## config.mk

```make
export PLATFORM = sky130hd
export DESIGN_NAME = selectable_line_encoder_unit
export DESIGN_NICKNAME = d
export VERILOG_FILES = /design/src/hw/rtl/sle_pkg.sv /design/src/hw/rtl/selectable_line_encoder_unit.sv /design/src/hw/rtl/sle_front.sv /design/src/hw/rtl/sle_queue.sv /design/src/hw/rtl/sle_back.sv
export SDC_FILE = /design/constraint.sdc
export NUM_CORES = 1
export LEC_CHECK = 0
export BUFFER_PORTS_ARGS = -buffer_cell sky130_fd_sc_hd__buf_2
export CAP_MARGIN = 15
export CORE_ASPECT_RATIO = 0.9
export CORE_MARGIN = 2
export CORE_UTILIZATION = 46
export DETAILED_ROUTE_END_ITERATION = 8
export PLACE_DENSITY_LB_ADDON = 0.12
export RECOVER_POWER = 100
export SYNTH_ARGS = -nofsm -noshare
export SYNTH_HDL_FRONTEND = slang
export SYNTH_SLANG_ARGS = --single-unit
```

## constraint.sdc

```tcl
create_clock -name clock -period 3.96 [get_ports clock]
set_clock_uncertainty 0.1 [all_clocks]
set_input_delay 0.792 -clock clock [delete_from_list [all_inputs] [get_ports clock]]
set_output_delay 0.792 -clock clock [all_outputs]
set_load 0.01 [all_outputs]
```

## src/hw/rtl/sle_pkg.sv

```systemverilog
// ----------------------------------------------------------------------------
// sle_pkg
// Shared types, constants and the 4B5B code table for the line encoder.
// ----------------------------------------------------------------------------
package sle_pkg;

   // coding mode held in the control register
   typedef enum logic [1:0] {
      LC_NRZ        = 2'd0,
      LC_MANCHESTER = 2'd1,
      LC_NRZI       = 2'd2,
      LC_4B5B       = 2'd3
   } line_code_type;

   localparam int unsigned BYTE_W     = 8;
   localparam int unsigned CODED_W    = 16;  // widest coded group (manchester)
   localparam int unsigned WIDTH_W    = 5;   // holds a coded group width up to 16
   localparam int unsigned PEND_W     = 7;   // leftover bits between items
   localparam int unsigned PCNT_W     = 3;
   localparam int unsigned ACC_W      = PEND_W + CODED_W;
   localparam int unsigned QUEUE_DEPTH = 2;

   // one coded item handed from the front to the back
   typedef struct packed {
      logic [CODED_W-1:0] coded;   // right aligned
      logic [WIDTH_W-1:0] width;   // number of valid coded bits
      logic               last;
   } queue_entry_type;

   function automatic logic [4:0] code_4b5b(input logic [3:0] nibble);
      logic [4:0] sym;
      case (nibble)
         4'h0: sym = 5'h1E;
         4'h1: sym = 5'h09;
         4'h2: sym = 5'h14;
         4'h3: sym = 5'h15;
         4'h4: sym = 5'h0A;
         4'h5: sym = 5'h0B;
         4'h6: sym = 5'h0E;
         4'h7: sym = 5'h0F;
         4'h8: sym = 5'h12;
         4'h9: sym = 5'h13;
         4'hA: sym = 5'h16;
         4'hB: sym = 5'h17;
         4'hC: sym = 5'h1A;
         4'hD: sym = 5'h1B;
         4'hE: sym = 5'h1C;
         4'hF: sym = 5'h1D;
         default: sym = 5'h1E;
      endcase
      return sym;
   endfunction

endpackage

```

## src/hw/rtl/selectable_line_encoder_unit.sv

```systemverilog
// ----------------------------------------------------------------------------
// selectable_line_encoder_unit
// Line encoder for message bytes: NRZ, Manchester, NRZI or 4B5B coding,
// packed msb first into output bytes with zero padding at message end.
//
//   port group  direction  handshake           payload
//   req_        in         req_valid/req_stall data_byte, last_byte
//   rsp_        out        rsp_valid/rsp_stall coded_byte, last_out
//   csr_        in         csr_write_en        write_data (line code)
//
// One output byte leaves per cycle while rsp_stall is low; an item yielding two
// bytes (manchester, some 4B5B bytes, a padded tail) keeps its second byte in
// the hold register, and the next item is not taken from the queue until that
// byte has moved on. Coded bytes are registered in the output register.
// Reset is synchronous; the queue lets input transfers continue for two
// items while the output side is stalled.
// ----------------------------------------------------------------------------
module selectable_line_encoder_unit #(
   parameter int unsigned QueueDepth = sle_pkg::QUEUE_DEPTH
) (
   input  logic       clock,
   input  logic       reset,
   input  logic       csr_write_en,
   input  logic [1:0] csr_write_data,
   input  logic       req_valid,
   output logic       req_stall,
   input  logic [7:0] req_data_byte,
   input  logic       req_last_byte,
   output logic       rsp_valid,
   input  logic       rsp_stall,
   output logic [7:0] rsp_coded_byte,
   output logic       rsp_last_out
);
   import sle_pkg::*;

   logic            push, pop, q_full, q_empty;
   queue_entry_type push_entry, head_entry;

   sle_front u_front (
      .clock          (clock),
      .reset          (reset),
      .csr_write_en   (csr_write_en),
      .csr_write_data (csr_write_data),
      .req_valid      (req_valid),
      .req_stall      (req_stall),
      .req_data_byte  (req_data_byte),
      .req_last_byte  (req_last_byte),
      .q_full         (q_full),
      .push           (push),
      .push_entry     (push_entry)
   );

   sle_queue #(
      .Depth (QueueDepth)
   ) u_queue (
      .clock      (clock),
      .reset      (reset),
      .push       (push),
      .push_entry (push_entry),
      .pop        (pop),
      .head_entry (head_entry),
      .full       (q_full),
      .empty      (q_empty)
   );

   sle_back u_back (
      .clock          (clock),
      .reset          (reset),
      .flush          (csr_write_en),
      .q_empty        (q_empty),
      .head_entry     (head_entry),
      .pop            (pop),
      .rsp_valid      (rsp_valid),
      .rsp_stall      (rsp_stall),
      .rsp_coded_byte (rsp_coded_byte),
      .rsp_last_out   (rsp_last_out)
   );

endmodule

```

## src/hw/rtl/sle_front.sv

```systemverilog
// ----------------------------------------------------------------------------
// sle_front
// Takes message bytes, holds the mode register and the NRZI level, and
// turns each byte into a right-aligned coded group for the queue.
// ----------------------------------------------------------------------------
module sle_front (
   input  logic                     clock,
   input  logic                     reset,
   input  logic                     csr_write_en,
   input  logic [1:0]               csr_write_data,
   input  logic                     req_valid,
   output logic                     req_stall,
   input  logic [7:0]               req_data_byte,
   input  logic                     req_last_byte,
   input  logic                     q_full,
   output logic                     push,
   output sle_pkg::queue_entry_type push_entry
);
   import sle_pkg::*;

   line_code_type mode_ff, mode_in;
   logic          level_ff, level_in;
   logic [7:0]    nrzi_bits;
   logic          lvl;
   logic [CODED_W-1:0] manch;
   logic          accept;

   assign req_stall = q_full;
   assign accept    = req_valid && !q_full;
   assign push      = accept;

   // level after each bit, msb first
   always_comb begin
      lvl = level_ff;
      nrzi_bits = '0;
      for (int i = 7; i >= 0; i--) begin
         lvl = lvl ^ req_data_byte[i];
         nrzi_bits[i] = lvl;
      end
   end

   always_comb begin
      for (int i = 0; i < 8; i++) begin
         manch[2*i+1] = req_data_byte[i];
         manch[2*i]   = !req_data_byte[i];
      end
   end

   always_comb begin
      push_entry.last  = req_last_byte;
      case (mode_ff)
         LC_MANCHESTER: begin
            push_entry.coded = manch;
            push_entry.width = WIDTH_W'(16);
         end
         LC_NRZI: begin
            push_entry.coded = CODED_W'(nrzi_bits);
            push_entry.width = WIDTH_W'(8);
         end
         LC_4B5B: begin
            push_entry.coded = CODED_W'({code_4b5b(req_data_byte[7:4]),
                                         code_4b5b(req_data_byte[3:0])});
            push_entry.width = WIDTH_W'(10);
         end
         default: begin
            push_entry.coded = CODED_W'(req_data_byte);
            push_entry.width = WIDTH_W'(8);
         end
      endcase
   end

   always_comb begin
      mode_in  = mode_ff;
      level_in = level_ff;
      if (csr_write_en) begin
         mode_in  = line_code_type'(csr_write_data);
         level_in = 1'b0;
      end else if (accept) begin
         // level restarts at zero for each message
         level_in = req_last_byte ? 1'b0 : ((mode_ff == LC_NRZI) ? lvl : level_ff);
      end
   end

   always_ff @(posedge clock) begin
      if (reset) begin
         mode_ff  <= LC_NRZ;
         level_ff <= 1'b0;
      end else begin
         mode_ff  <= mode_in;
         level_ff <= level_in;
      end
   end

endmodule

```

## src/hw/rtl/sle_queue.sv

```systemverilog
// ----------------------------------------------------------------------------
// sle_queue
// Small register queue of coded groups between the front and the back.
// ----------------------------------------------------------------------------
module sle_queue #(
   parameter int unsigned Depth = sle_pkg::QUEUE_DEPTH
) (
   input  logic                     clock,
   input  logic                     reset,
   input  logic                     push,
   input  sle_pkg::queue_entry_type push_entry,
   input  logic                     pop,
   output sle_pkg::queue_entry_type head_entry,
   output logic                     full,
   output logic                     empty
);
   import sle_pkg::*;

   localparam int unsigned PtrW = (Depth > 1) ? $clog2(Depth) : 1;
   localparam int unsigned CntW = $clog2(Depth + 1);

   queue_entry_type       slots_ff [Depth];
   logic [PtrW-1:0]       wr_ptr_ff, wr_ptr_in;
   logic [PtrW-1:0]       rd_ptr_ff, rd_ptr_in;
   logic [CntW-1:0]       count_ff, count_in;
   logic                  do_push, do_pop;

   assign full       = (count_ff == CntW'(Depth));
   assign empty      = (count_ff == '0);
   assign do_push    = push && !full;
   assign do_pop     = pop && !empty;
   assign head_entry = slots_ff[rd_ptr_ff];

   always_comb begin
      wr_ptr_in = wr_ptr_ff;
      rd_ptr_in = rd_ptr_ff;
      count_in  = count_ff;
      if (do_push) begin
         wr_ptr_in = (wr_ptr_ff == PtrW'(Depth - 1)) ? '0 : wr_ptr_ff + PtrW'(1);
      end
      if (do_pop) begin
         rd_ptr_in = (rd_ptr_ff == PtrW'(Depth - 1)) ? '0 : rd_ptr_ff + PtrW'(1);
      end
      if (do_push && !do_pop) begin
         count_in = count_ff + CntW'(1);
      end else if (do_pop && !do_push) begin
         count_in = count_ff - CntW'(1);
      end
   end

   always_ff @(posedge clock) begin
      if (reset) begin
         wr_ptr_ff <= '0;
         rd_ptr_ff <= '0;
         count_ff  <= '0;
      end else begin
         wr_ptr_ff <= wr_ptr_in;
         rd_ptr_ff <= rd_ptr_in;
         count_ff  <= count_in;
      end
   end

   always_ff @(posedge clock) begin
      if (do_push) begin
         slots_ff[wr_ptr_ff] <= push_entry;
      end
   end

endmodule

```

## src/hw/rtl/sle_back.sv

```systemverilog
// ----------------------------------------------------------------------------
// sle_back
// Packs coded groups behind the leftover bits, sends whole bytes msb first
// and pads the final byte of a message with zeros.
// ----------------------------------------------------------------------------
module sle_back (
   input  logic                     clock,
   input  logic                     reset,
   input  logic                     flush,
   input  logic                     q_empty,
   input  sle_pkg::queue_entry_type head_entry,
   output logic                     pop,
   output logic                     rsp_valid,
   input  logic                     rsp_stall,
   output logic [7:0]               rsp_coded_byte,
   output logic                     rsp_last_out
);
   import sle_pkg::*;

   logic               out_valid_ff, out_valid_in;
   logic [7:0]         out_byte_ff, out_byte_in;
   logic               out_last_ff, out_last_in;
   logic               hold_valid_ff, hold_valid_in;
   logic [7:0]         hold_byte_ff, hold_byte_in;
   logic               hold_last_ff, hold_last_in;
   logic [PEND_W-1:0]  pend_bits_ff, pend_bits_in;
   logic [PCNT_W-1:0]  pend_cnt_ff, pend_cnt_in;

   logic               slot_free;
   logic [ACC_W-1:0]   acc;
   logic [ACC_W+7:0]   acc_ext;
   logic [WIDTH_W-1:0] cnt, rem1, rem2;
   logic               two_full, pad, two_out;
   logic [7:0]         byte0, byte1;
   logic [PEND_W-1:0]  keep_mask;

   assign rsp_valid      = out_valid_ff;
   assign rsp_coded_byte = out_byte_ff;
   assign rsp_last_out   = out_last_ff;

   assign slot_free = !out_valid_ff || !rsp_stall;
   assign pop       = slot_free && !hold_valid_ff && !q_empty;

   // leftover bits shifted above the new group
   always_comb begin
      acc      = (ACC_W'(pend_bits_ff) << head_entry.width) | ACC_W'(head_entry.coded);
      acc_ext  = {acc, 8'h00};
      cnt      = WIDTH_W'(pend_cnt_ff) + head_entry.width;
      rem1     = cnt - WIDTH_W'(8);
      two_full = (rem1 >= WIDTH_W'(8));
      pad      = head_entry.last && (rem1 != '0) && !two_full;
      two_out  = two_full || pad;
      byte0    = acc_ext[cnt +: 8];
      // a short remainder lands in the top bits with zeros below
      byte1    = acc_ext[rem1 +: 8];
      rem2     = two_full ? (rem1 - WIDTH_W'(8)) : rem1;
      keep_mask = PEND_W'((8'd1 << rem2[PCNT_W-1:0]) - 8'd1);
   end

   always_comb begin
      out_valid_in  = out_valid_ff;
      out_byte_in   = out_byte_ff;
      out_last_in   = out_last_ff;
      hold_valid_in = hold_valid_ff;
      hold_byte_in  = hold_byte_ff;
      hold_last_in  = hold_last_ff;
      pend_bits_in  = pend_bits_ff;
      pend_cnt_in   = pend_cnt_ff;
      if (slot_free) begin
         if (hold_valid_ff) begin
            out_valid_in  = 1'b1;
            out_byte_in   = hold_byte_ff;
            out_last_in   = hold_last_ff;
            hold_valid_in = 1'b0;
         end else if (!q_empty) begin
            out_valid_in  = 1'b1;
            out_byte_in   = byte0;
            out_last_in   = head_entry.last && !two_out;
            hold_valid_in = two_out;
            hold_byte_in  = byte1;
            hold_last_in  = head_entry.last;
            if (head_entry.last) begin
               pend_bits_in = '0;
               pend_cnt_in  = '0;
            end else begin
               pend_bits_in = acc[PEND_W-1:0] & keep_mask;
               pend_cnt_in  = rem2[PCNT_W-1:0];
            end
         end else begin
            out_valid_in = 1'b0;
         end
      end
      if (flush) begin
         pend_bits_in = '0;
         pend_cnt_in  = '0;
      end
   end

   always_ff @(posedge clock) begin
      if (reset) begin
         out_valid_ff  <= 1'b0;
         hold_valid_ff <= 1'b0;
         pend_bits_ff  <= '0;
         pend_cnt_ff   <= '0;
      end else begin
         out_valid_ff  <= out_valid_in;
         hold_valid_ff <= hold_valid_in;
         pend_bits_ff  <= pend_bits_in;
         pend_cnt_ff   <= pend_cnt_in;
      end
   end

   always_ff @(posedge clock) begin
      out_byte_ff  <= out_byte_in;
      out_last_ff  <= out_last_in;
      hold_byte_ff <= hold_byte_in;
      hold_last_ff <= hold_last_in;
   end

endmodule
```

======== Word level (Yosys, flattened, before mapping) ========
Memory sizes are Yosys's and may differ from the RTL's. A register that Yosys moved wholly into a read port is not among the register bits.
Index checks and enable logic that the tools add are counted.
word-level totals
  register bits after elaboration ......... 37
  bits of input ports ..................... 16
  logic and storage cells ................. 105
  ROM bits ................................ 160
  memories ................................ 3
  latch bits .............................. 0
  memory bits (writable) .................. 44
operators by class
  multiply operators ...................... 0
  shift-type cells ........................ 4
  bitwise operators ....................... 12
  div/mod/pow operators ................... 0
  add/sub/neg operators ................... 8
  reductions and logical operators ........ 37
  equality and inequality tests ........... 5
  multiplexer cells ....................... 22
  $lt $le $gt $ge ......................... 1
memories
  memory            words  width  rd ports  clocked after Yosys merged registers in  wr ports  line             text
  (no name shown)   16     5      1         0                                        0         sle_pkg.sv:32    case (nibble)
  (no name shown)   16     5      1         0                                        0         sle_pkg.sv:32
  u_queue.slots_ff  2      22     1         1                                        1         sle_queue.sv:22  queue_entry_type slots_ff [Depth];
operator list
  cell                                                                                  number
  21-bit case mux with 3 select lines                                                   1
  31-bit by 6-bit variable part select with 8-bit output                                2
  23-bit by 16-bit OR with 23-bit output                                                1
  7-bit by 5-bit left shift with 23-bit output                                          1
  1-bit zero test                                                                       17
  8-bit 2-to-1 mux                                                                      2
  1-bit 2-to-1 mux                                                                      14
  1-bit logical AND                                                                     10
  1-bit bitwise XOR                                                                     8
  7-bit AND                                                                             1
  7-bit 2-to-1 mux                                                                      1
  1-bit by 3-bit left shift with 7-bit output (first input constant)                    1
  7-bit by 1-bit subtractor with 7-bit output (second input constant)                   1
  2-bit equality test (second input constant)                                           3
  3-bit 2-to-1 mux                                                                      2
  3-bit by 5-bit adder with 5-bit output                                                1
  5-bit by 4-bit greater-or-equal comparator with 1-bit output (second input constant)  1
  5-bit nonzero test                                                                    1
  5-bit by 4-bit subtractor with 5-bit output (second input constant)                   1
  2-bit 2-to-1 mux                                                                      2
  2-bit AND reduction                                                                   2
  2-bit nonzero test                                                                    2
  3-bit AND reduction                                                                   1
  3-bit by 1-bit subtractor with 3-bit output (second input constant)                   1
  9 further kinds                                                                       12

======== Depth between registers and ports, before layout ========
Gate-level depths: netlist of the first run.
  depth after elaboration ................. 10
  gate-level depth with buffers ........... 12
  mapped depth without buffers ............ 11

======== Hierarchy ========
Synthesis of the first run repeated with hierarchy kept, for this count alone.
unflattened totals
  cells, all modules ...................... 723
  area total of the unflattened synthesis .. 6482.5 um2
modules (own cells, without submodules)
  module     area each (um2)  instances  cells each
  sle_back   3981.3           1          524
  sle_queue  1796.7           1          93
  sle_front  704.4            1          106

======== Least setup slack after synthesis of the first run ========
OpenSTA, ideal clock, no wires.
  path kind ............................... reg-to-reg
  start point ............................. register (tool-made name)
  end point ............................... register u_back.hold_byte_ff[7], data pin
  buffers on the path ..................... 4
  clock period less this slack ............ 3.203 ns
  setup slack ............................. 0.757 ns
  required time ........................... 3.596 ns
  data arrival time ....................... 2.838 ns
  stages on the path, launching flop included .. 12
  cell sequence ........................... dfxtp_1 > mux2i_2 > inv_2 > buf_2 > ha_1 > clkbuf_1 > buf_1 > clkbuf_1 > nor2_1 > a32o_1 > a22oi_1 > o21ai_0
RTL lines
  item                  line             text
  to (signal assigned)  sle_back.sv:116  hold_byte_ff <= hold_byte_in;
  to (decl)             sle_back.sv:24   logic [7:0] hold_byte_ff, hold_byte_in;

==> results of run 1 <==
==> cell type report <==
| class | instances | area [um2] | share of cell area (%) |
|---|---|---|---|
| clock buffers | 11 | 233 | 4.19 |
| clock inverters | 5 | 58.8 | 1.06 |
| inverters | 20 | 75.1 | 1.35 |
| multi-input cells | 393 | 2710 | 48.8 |
| flip-flops and latches | 77 | 2120 | 38.2 |
| well taps | 133 | 166 | 2.99 |
| repair buffers | 38 | 193 | 3.47 |
==> worst register-to-register path, delay by kind of cell (launching register included) <==
family | cells | cell delay [ns]
xor+xnor | 1 | 0.60
simple gates | 1 | 0.30
fa+ha+maj | 2 | 0.53
flops | 1 | 0.36
compound gates | 3 | 0.86
mux | 1 | 0.23
buf+inv | 1 | 0.21
==> routing by layer <==
metal | vias up | global-route usage, % | wire length (um) | share of wire [%]
li1 | 2050 | - | - | -
met1 | 2101 | 32.6 | 6120 | 44
met2 | 199 | 41.1 | 6380 | 46
met3 | 42 | 6.18 | 1040 | 7.4
met4 | 0 | 10.9 | 438 | 3.1
met5 | - | 0 | 0 | 0
==> per-stage QoR <==
| stage | utilization, % | cells |
|---|---|---|
| after global placement | 49.2 | 661 |
| after global routing | 51.6 | 677 |
| after detailed placement | 49.2 | 661 |
| final | 51.6 | 677 |
| after floorplan | - | 525 |
| after CTS | 51.9 | 677 |
==> state kept, by name (all words and copies together) (netlist names), named ones only <==
signal and count:
u_back.hold_byte_ff 8, u_back.hold_last_ff 1, u_back.hold_valid_ff 1, u_back.pend_bits_ff 7, u_back.pend_cnt_ff 2, u_back.rsp_coded_byte 8, u_back.rsp_last_out 1, u_back.rsp_valid 1
u_front.level_ff 1, u_front.mode_ff 2, u_queue.count_ff 2, u_queue.rd_ptr_ff 1, u_queue.slots_ff 40, u_queue.wr_ptr_ff 1
==> cells in the mapped netlist (5+ instances only) <==
master / number
edfxtp_1: 58
nor3_1: 9
xnor2_1: 9
nand2b_1: 8
nand2_1: 47
a21oi_1: 32
nand3_1: 15
nor2_1: 48
inv_1: 17
a32oi_1: 7
dfxtp_1: 19
or3_1: 6
o211ai_1: 18
mux2i_1: 27
a221oi_1: 5
o21ai_0: 31
buf_2: 10
mux4_2: 8
o21a_1: 8
nor4_1: 6
clkbuf_1: 22
a31oi_1: 5
and3_1: 5
o2111ai_1: 5
o21ai_1: 8
==> cells by family after synthesis <==
group / share of synthesized area (%)
mux: 10.6
flops: 42.0
xor+xnor: 3.79
compound gates: 22.7
buf+inv: 4.40
simple gates: 15.4
other cells: 0.0742
fa+ha+maj: 0.990
==> path summary, 6_finish.rpt <==
check / start / end / slack, ns / cells past startpoint
setup / recovery: flip-flop / u_back.rsp_coded_byte[0]$_DFFE_PP_ / 0.60 / 9
setup reg to reg: flip-flop / u_back.rsp_coded_byte[0]$_DFFE_PP_ / 0.60 / 9
hold reg to reg: u_back.pend_cnt_ff[1]$_SDFFE_PP0P_ / u_back.pend_cnt_ff[1]$_SDFFE_PP0P_ / 0.39 / 2
hold / removal: u_back.pend_cnt_ff[1]$_SDFFE_PP0P_ / u_back.pend_cnt_ff[1]$_SDFFE_PP0P_ / 0.39 / 2
==> power breakdown <==
part / leakage, nW / switching, W / internal [W]
Clock: 0.144 / 0.000320 / 0.000490
Sequential: 0.708 / 0.000104 / 0.00116
Combinational: 1.06 / 0.00117 / 0.000638
==> cell usage in the layout, fill, tap and decap left out, types with 4 or more instances in the layout <==
| cell | instances |
|---|---|
| clkbuf_16 | 9 |
| nor4_1 | 6 |
| or3_1 | 6 |
| nor3_1 | 9 |
| a221oi_1 | 5 |
| o311ai_0 | 4 |
| o211ai_1 | 18 |
| a32oi_1 | 7 |
| o2111ai_1 | 5 |
| o21a_1 | 8 |
| buf_2 | 13 |
| a21oi_1 | 32 |
| nor2_1 | 48 |
| nor3b_1 | 4 |
| a31oi_1 | 5 |
| nand3_1 | 15 |
| inv_1 | 18 |
| and3_1 | 5 |
| a211oi_1 | 4 |
| nand2_1 | 47 |
| o21ai_0 | 35 |
| xnor2_1 | 9 |
| xor2_1 | 4 |
| edfxtp_1 | 58 |
| mux2i_1 | 27 |
| nand2b_1 | 8 |
| mux4_2 | 8 |
| clkbuf_1 | 18 |
| mux2_2 | 4 |
| ha_1 | 4 |
| buf_4 | 9 |
| dfxtp_1 | 19 |
| nand4_1 | 4 |
| o21ai_1 | 4 |
==> impl_metrics.csv, run 1 <==
group,metric,value,unit
setup_path,path_common_cell,"ha_1",
global_routing,grt_pass1_wl,22800,um
cts,clk_path_buf_depth,2,
timing,fmax,297,MHz
cts,cts_tree,"yes",
cts,cts_buffers,9,
setup_path,max_stage_delay,0.60,ns
floorplan,start_util,47.0,%
cts,h-tree-depth,3,
final_layout,diodes,0,
cts,holdBufCountCts,0,
route,routed_via_density,6.49,
synth,synth-edff-count,58,
timing,finalCritPeriodShare,84.9,%
route,first_pass_iters,7,
route,num_vias,4392,
final_layout,area_delta_synth_final,9.95,%
power_and_ir_drop,p_leak,1.92,nW
placement,post-dp-hpwl,10100,um
floorplan,dieWidth,115,um
placement,dp_slack,0.831,ns
placement,placed_area,5300,um2
timing,finalSetupTns,0,ns
final_layout,nNetsFinal,559,
route,drc,0,
route,finalWirelength,14000,um
synth,yosys-top-cells-area,"edfxtp_1 (34%), dfxtp_1 (7.5%), mux2i_1 (5.3%)",
final_layout,drive_gt1_share,11.0,%
timing,slew_viol_final,0,
timing,setup_violations,0,
cts,post_cts_resized,0,
setup_path,worst_setup_path_start_kind,"flip-flop",
synth,synthArstFlopShare,0,%
synth,yosysWarningCount,0,
floorplan,ios,27,
synth,ys.flop_type,"edfxtp_1",
floorplan,die_h,103,um
global_routing,antenna_found_initial,0,
setup_path,cp_cell_sequence,"mux2i_2, inv_1, ha_1, ha_1, xnor2_2, o21ai_0, nor2_1, a221oi_1, a32oi_1",
floorplan,die-area,11800,um2
timing,max-slew-margin-rel,25.3,%
synth,avgSynthCellArea,9.63,um2
power_and_ir_drop,power_density,698,nW/um2
synth,yosysSeqAreaShare,42.0,%
synth,synth_area_leader_cell,"edfxtp_1",
setup_path,critPathTopFamily,"compound AO/OA/AOI/OAI gates",
placement,gp_congestion,1.02,
route,ant_nets,0,
timing,fin_ws,0.597,ns
timing,whs,0.388,ns
floorplan,coreArea,10800,um2
cts,clkTransAtPathRegs,0.06,ns
floorplan,std_cell_rows,36,
global_routing,grt_pass1_vias,4274,
global_routing,overflow,0,
setup_path,worst-path-buf-inv,1,
timing,hold_violations,0,
setup_path,crit_required,4.04,ns
global_routing,track_usage,25.3,%
cts,cts_root_buffer,"clkbuf_16",
synth,syn_nets,545,
synth,yosys.cell_types.count,69,
placement,io_buffers,26,
route,first_iter_violations,313,
cts,clock_sinks,77,
setup_path,worstSetupPathType,"reg2reg",
synth,synth-seq-cells,77,
run,maxCapViolations,0,
cts,clk_latency,0.35,ns
final_layout,n_fill_cell,990,
setup_path,cpMaxStageDelayCell,"xnor2_2",
final_layout,final_cell_area,5560,um2
synth,synth_cells,525,
synth,synth_top_area_share,34.4,%
route,wl_per_cell,20.6,um
power_and_ir_drop,vdd_drop_max,316,uV
power_and_ir_drop,p_total,0.00388,W
timing,tightestPinTransition,1.12,ns
synth,netlist_area,5060,um2
global_routing,grt_max_degree,43,
setup_path,worst-path-max-fanout,13,
setup_path,critPathArrivalTime,3.44,ns
worst_hold_path,hold_path_class,"reg2reg",
status,outcome,"completed",
timing,fin_crit,3.36,ns
setup_path,end_kind,"flip-flop",
timing,rsz0062_at_grt,"no",
cts,post_cts_buffers,0,
Note: power is estimated with default switching activity, not from simulation.
==> inputs of run 2 (changes only) <==
==> constraint.sdc (replaced) <==
create_clock -name clock -period 2.71 [get_ports clock]
set_clock_uncertainty 0.1 [all_clocks]
set_input_delay 0.542 -clock clock [delete_from_list [all_inputs] [get_ports clock]]
set_output_delay 0.542 -clock clock [all_outputs]
set_load 0.01 [all_outputs]
==> impl_metrics.csv, run 2 (same netlist as run 1, synthesis figures left out) <==
group,metric,value,unit
floorplan,ios,27,
placement,post-dp-hpwl,11800,um
route,drc,0,
final_layout,layout_commonest_cell,"buf_4",
setup_path,worst_setup_path_start_kind,"flip-flop",
timing,hold_violations,0,
final_layout,final_cell_area,6200,um2
final_layout,fin_cells,746,
route,first_iter_violations,475,
placement,dp.cells,728,
timing,rsz0062_at_grt,"yes",
final_layout,nNetsFinal,628,
cts,holdBufCountCts,0,
setup_path,cpMaxStageDelayCell,"o41a_1",
worst_hold_path,hold_path_class,"in2reg",
setup_path,worst-path-max-fanout,23,
cts,clkTransAtPathRegs,0.06,ns
power_and_ir_drop,power_density,1030,nW/um2
final_layout,drive_gt1_share,23.0,%
setup_path,end_kind,"flip-flop",
floorplan,start_util,47.0,%
final_layout,largest_register_ffs,40,
setup_path,critPathTopFamily,"compound AO/OA/AOI/OAI gates",
global_routing,antenna_found_initial,0,
route,first_pass_iters,7,
cts,clock_sinks,77,
placement,gp_congestion,0.954,
timing,finalSetupTns,0,ns
setup_path,worstSetupPathType,"reg2reg",
floorplan,die-area,11800,um2
global_routing,overflow,0,
run,maxCapViolations,0,
final_layout,top_register,"u_queue.slots_ff",
setup_path,ff2ff_setup_slack,0.08,ns
timing,slew_viol_final,0,
setup_path,worst-path-buf-inv,2,
route,finalWirelength,15500,um
timing,whs,0.338,ns
setup_path,critPathArrivalTime,2.63,ns
global_routing,grt_pass1_wl,24200,um
status,outcome,"completed",
floorplan,dieWidth,115,um
global_routing,grt_pass1_vias,4287,
cts,cts_tree,"yes",
power_and_ir_drop,p_total,0.00639,W
floorplan,coreArea,10800,um2
route,num_vias,4567,
route,wl_per_cell,20.8,um
cts,h-tree-depth,3,
setup_path,max_stage_delay,0.43,ns
timing,setup_violations,0,
global_routing,track_usage,27.5,%
cts,clk_path_buf_depth,2,
cts,cts_root_buffer,"clkbuf_16",
final_layout,n_fill_cell,972,
power_and_ir_drop,vdd_drop_max,486,uV
timing,fin_crit,2.63,ns
power_and_ir_drop,p_leak,2.24,nW
cts,clk_latency,0.35,ns
route,ant_nets,0,
global_routing,grt_max_degree,26,
final_layout,diodes,0,
floorplan,std_cell_rows,36,
placement,io_buffers,26,
final_layout,final_cell_mix,"buf_4 (69), edfxtp_1 (58), nand2_1 (46), nor2_1 (45), a21oi_1 (32)",
final_layout,area_delta_synth_final,22.6,%
timing,max-slew-margin-rel,25.2,%
setup_path,crit_required,2.71,ns
setup_path,cp_cell_sequence,"buf_12, mux2i_2, clkbuf_1, xor2_2, a21oi_2, nand3_1, o311ai_0, o41a_1",
timing,finalCritPeriodShare,97.2,%
timing,tightestPinTransition,1.12,ns
floorplan,die_h,103,um
placement,placed_area,5850,um2
cts,cts_buffers,9,
timing,fmax,380,MHz
route,routed_via_density,6.12,
[run 2: changes by cell type in the layout (fill, tap and decap cells not counted), moves of 3 or more]
cell      before  now
buf_4          9   69
o21ai_0       35   29
clkbuf_1      18   23
o21ai_1        4    9
inv_1         18   15
nor2_1        48   45
nor2_2         0    3
[run 2: where the power goes]
part / switching [W] / internal, W
clock network: 0.000526 / 0.000823
logic: 0.00190 / 0.00132
registers: 0.000119 / 0.00169
[run 2: worst min-delay path, delay by kind of cell]
kind,cells,cell delay (ns)
buffers and inverters,1,0.07
muxes,1,0.05
and+or+nand+nor,1,0.08
[run 2: timing repair]
item	in CTS	in global routing
setup buffers	0	2
gates resized for setup	0	18
endpoints found under the setup margin	0	10
[run 2: per-stage QoR]
step / worst slack [ns] / utilization (%)
global placement: -0.00150 / 54.3
global route: -0.0514 / 57.6
CTS: 0.0226 / 57.4
floorplan: 0.000198 / -
detailed placement: 0.0236 / 54.3
finish: 0.0769 / 57.6
[run 2: area by class of cell]
cell class                      instances  area, um2  area share [%]
Inverter                               20       78.8            1.27
Tap cell                              133        166            2.69
Timing Repair Buffer                  107        701            11.3
Clock inverter                          7        105            1.70
Multi-Input combinational cell        393       2800            45.1
Clock buffer                            9        225            3.63
Sequential cell                        77       2130            34.3
[run 2: layer usage]
metal,routed length (um),vias to the layer above,global-route usage (%)
met3,910,30,5.54
met4,443,0,12.0
met1,6820,2167,36.4
met2,7310,182,44.4
met5,0,-,0
li1,-,2188,-
[run 2: final timing paths]
check	start	endpoint	depth (start not counted)
setup / recovery	flip-flop	u_back.rsp_coded_byte[4]$_DFFE_PP_	8
hold / removal	csr_write_data[1]	u_front.mode_ff[1]$_SDFFE_PP0P_	3
hold reg to reg	u_back.pend_cnt_ff[1]$_SDFFE_PP0P_	u_back.pend_cnt_ff[1]$_SDFFE_PP0P_	2
setup reg to reg	flip-flop	u_back.rsp_coded_byte[4]$_DFFE_PP_	8
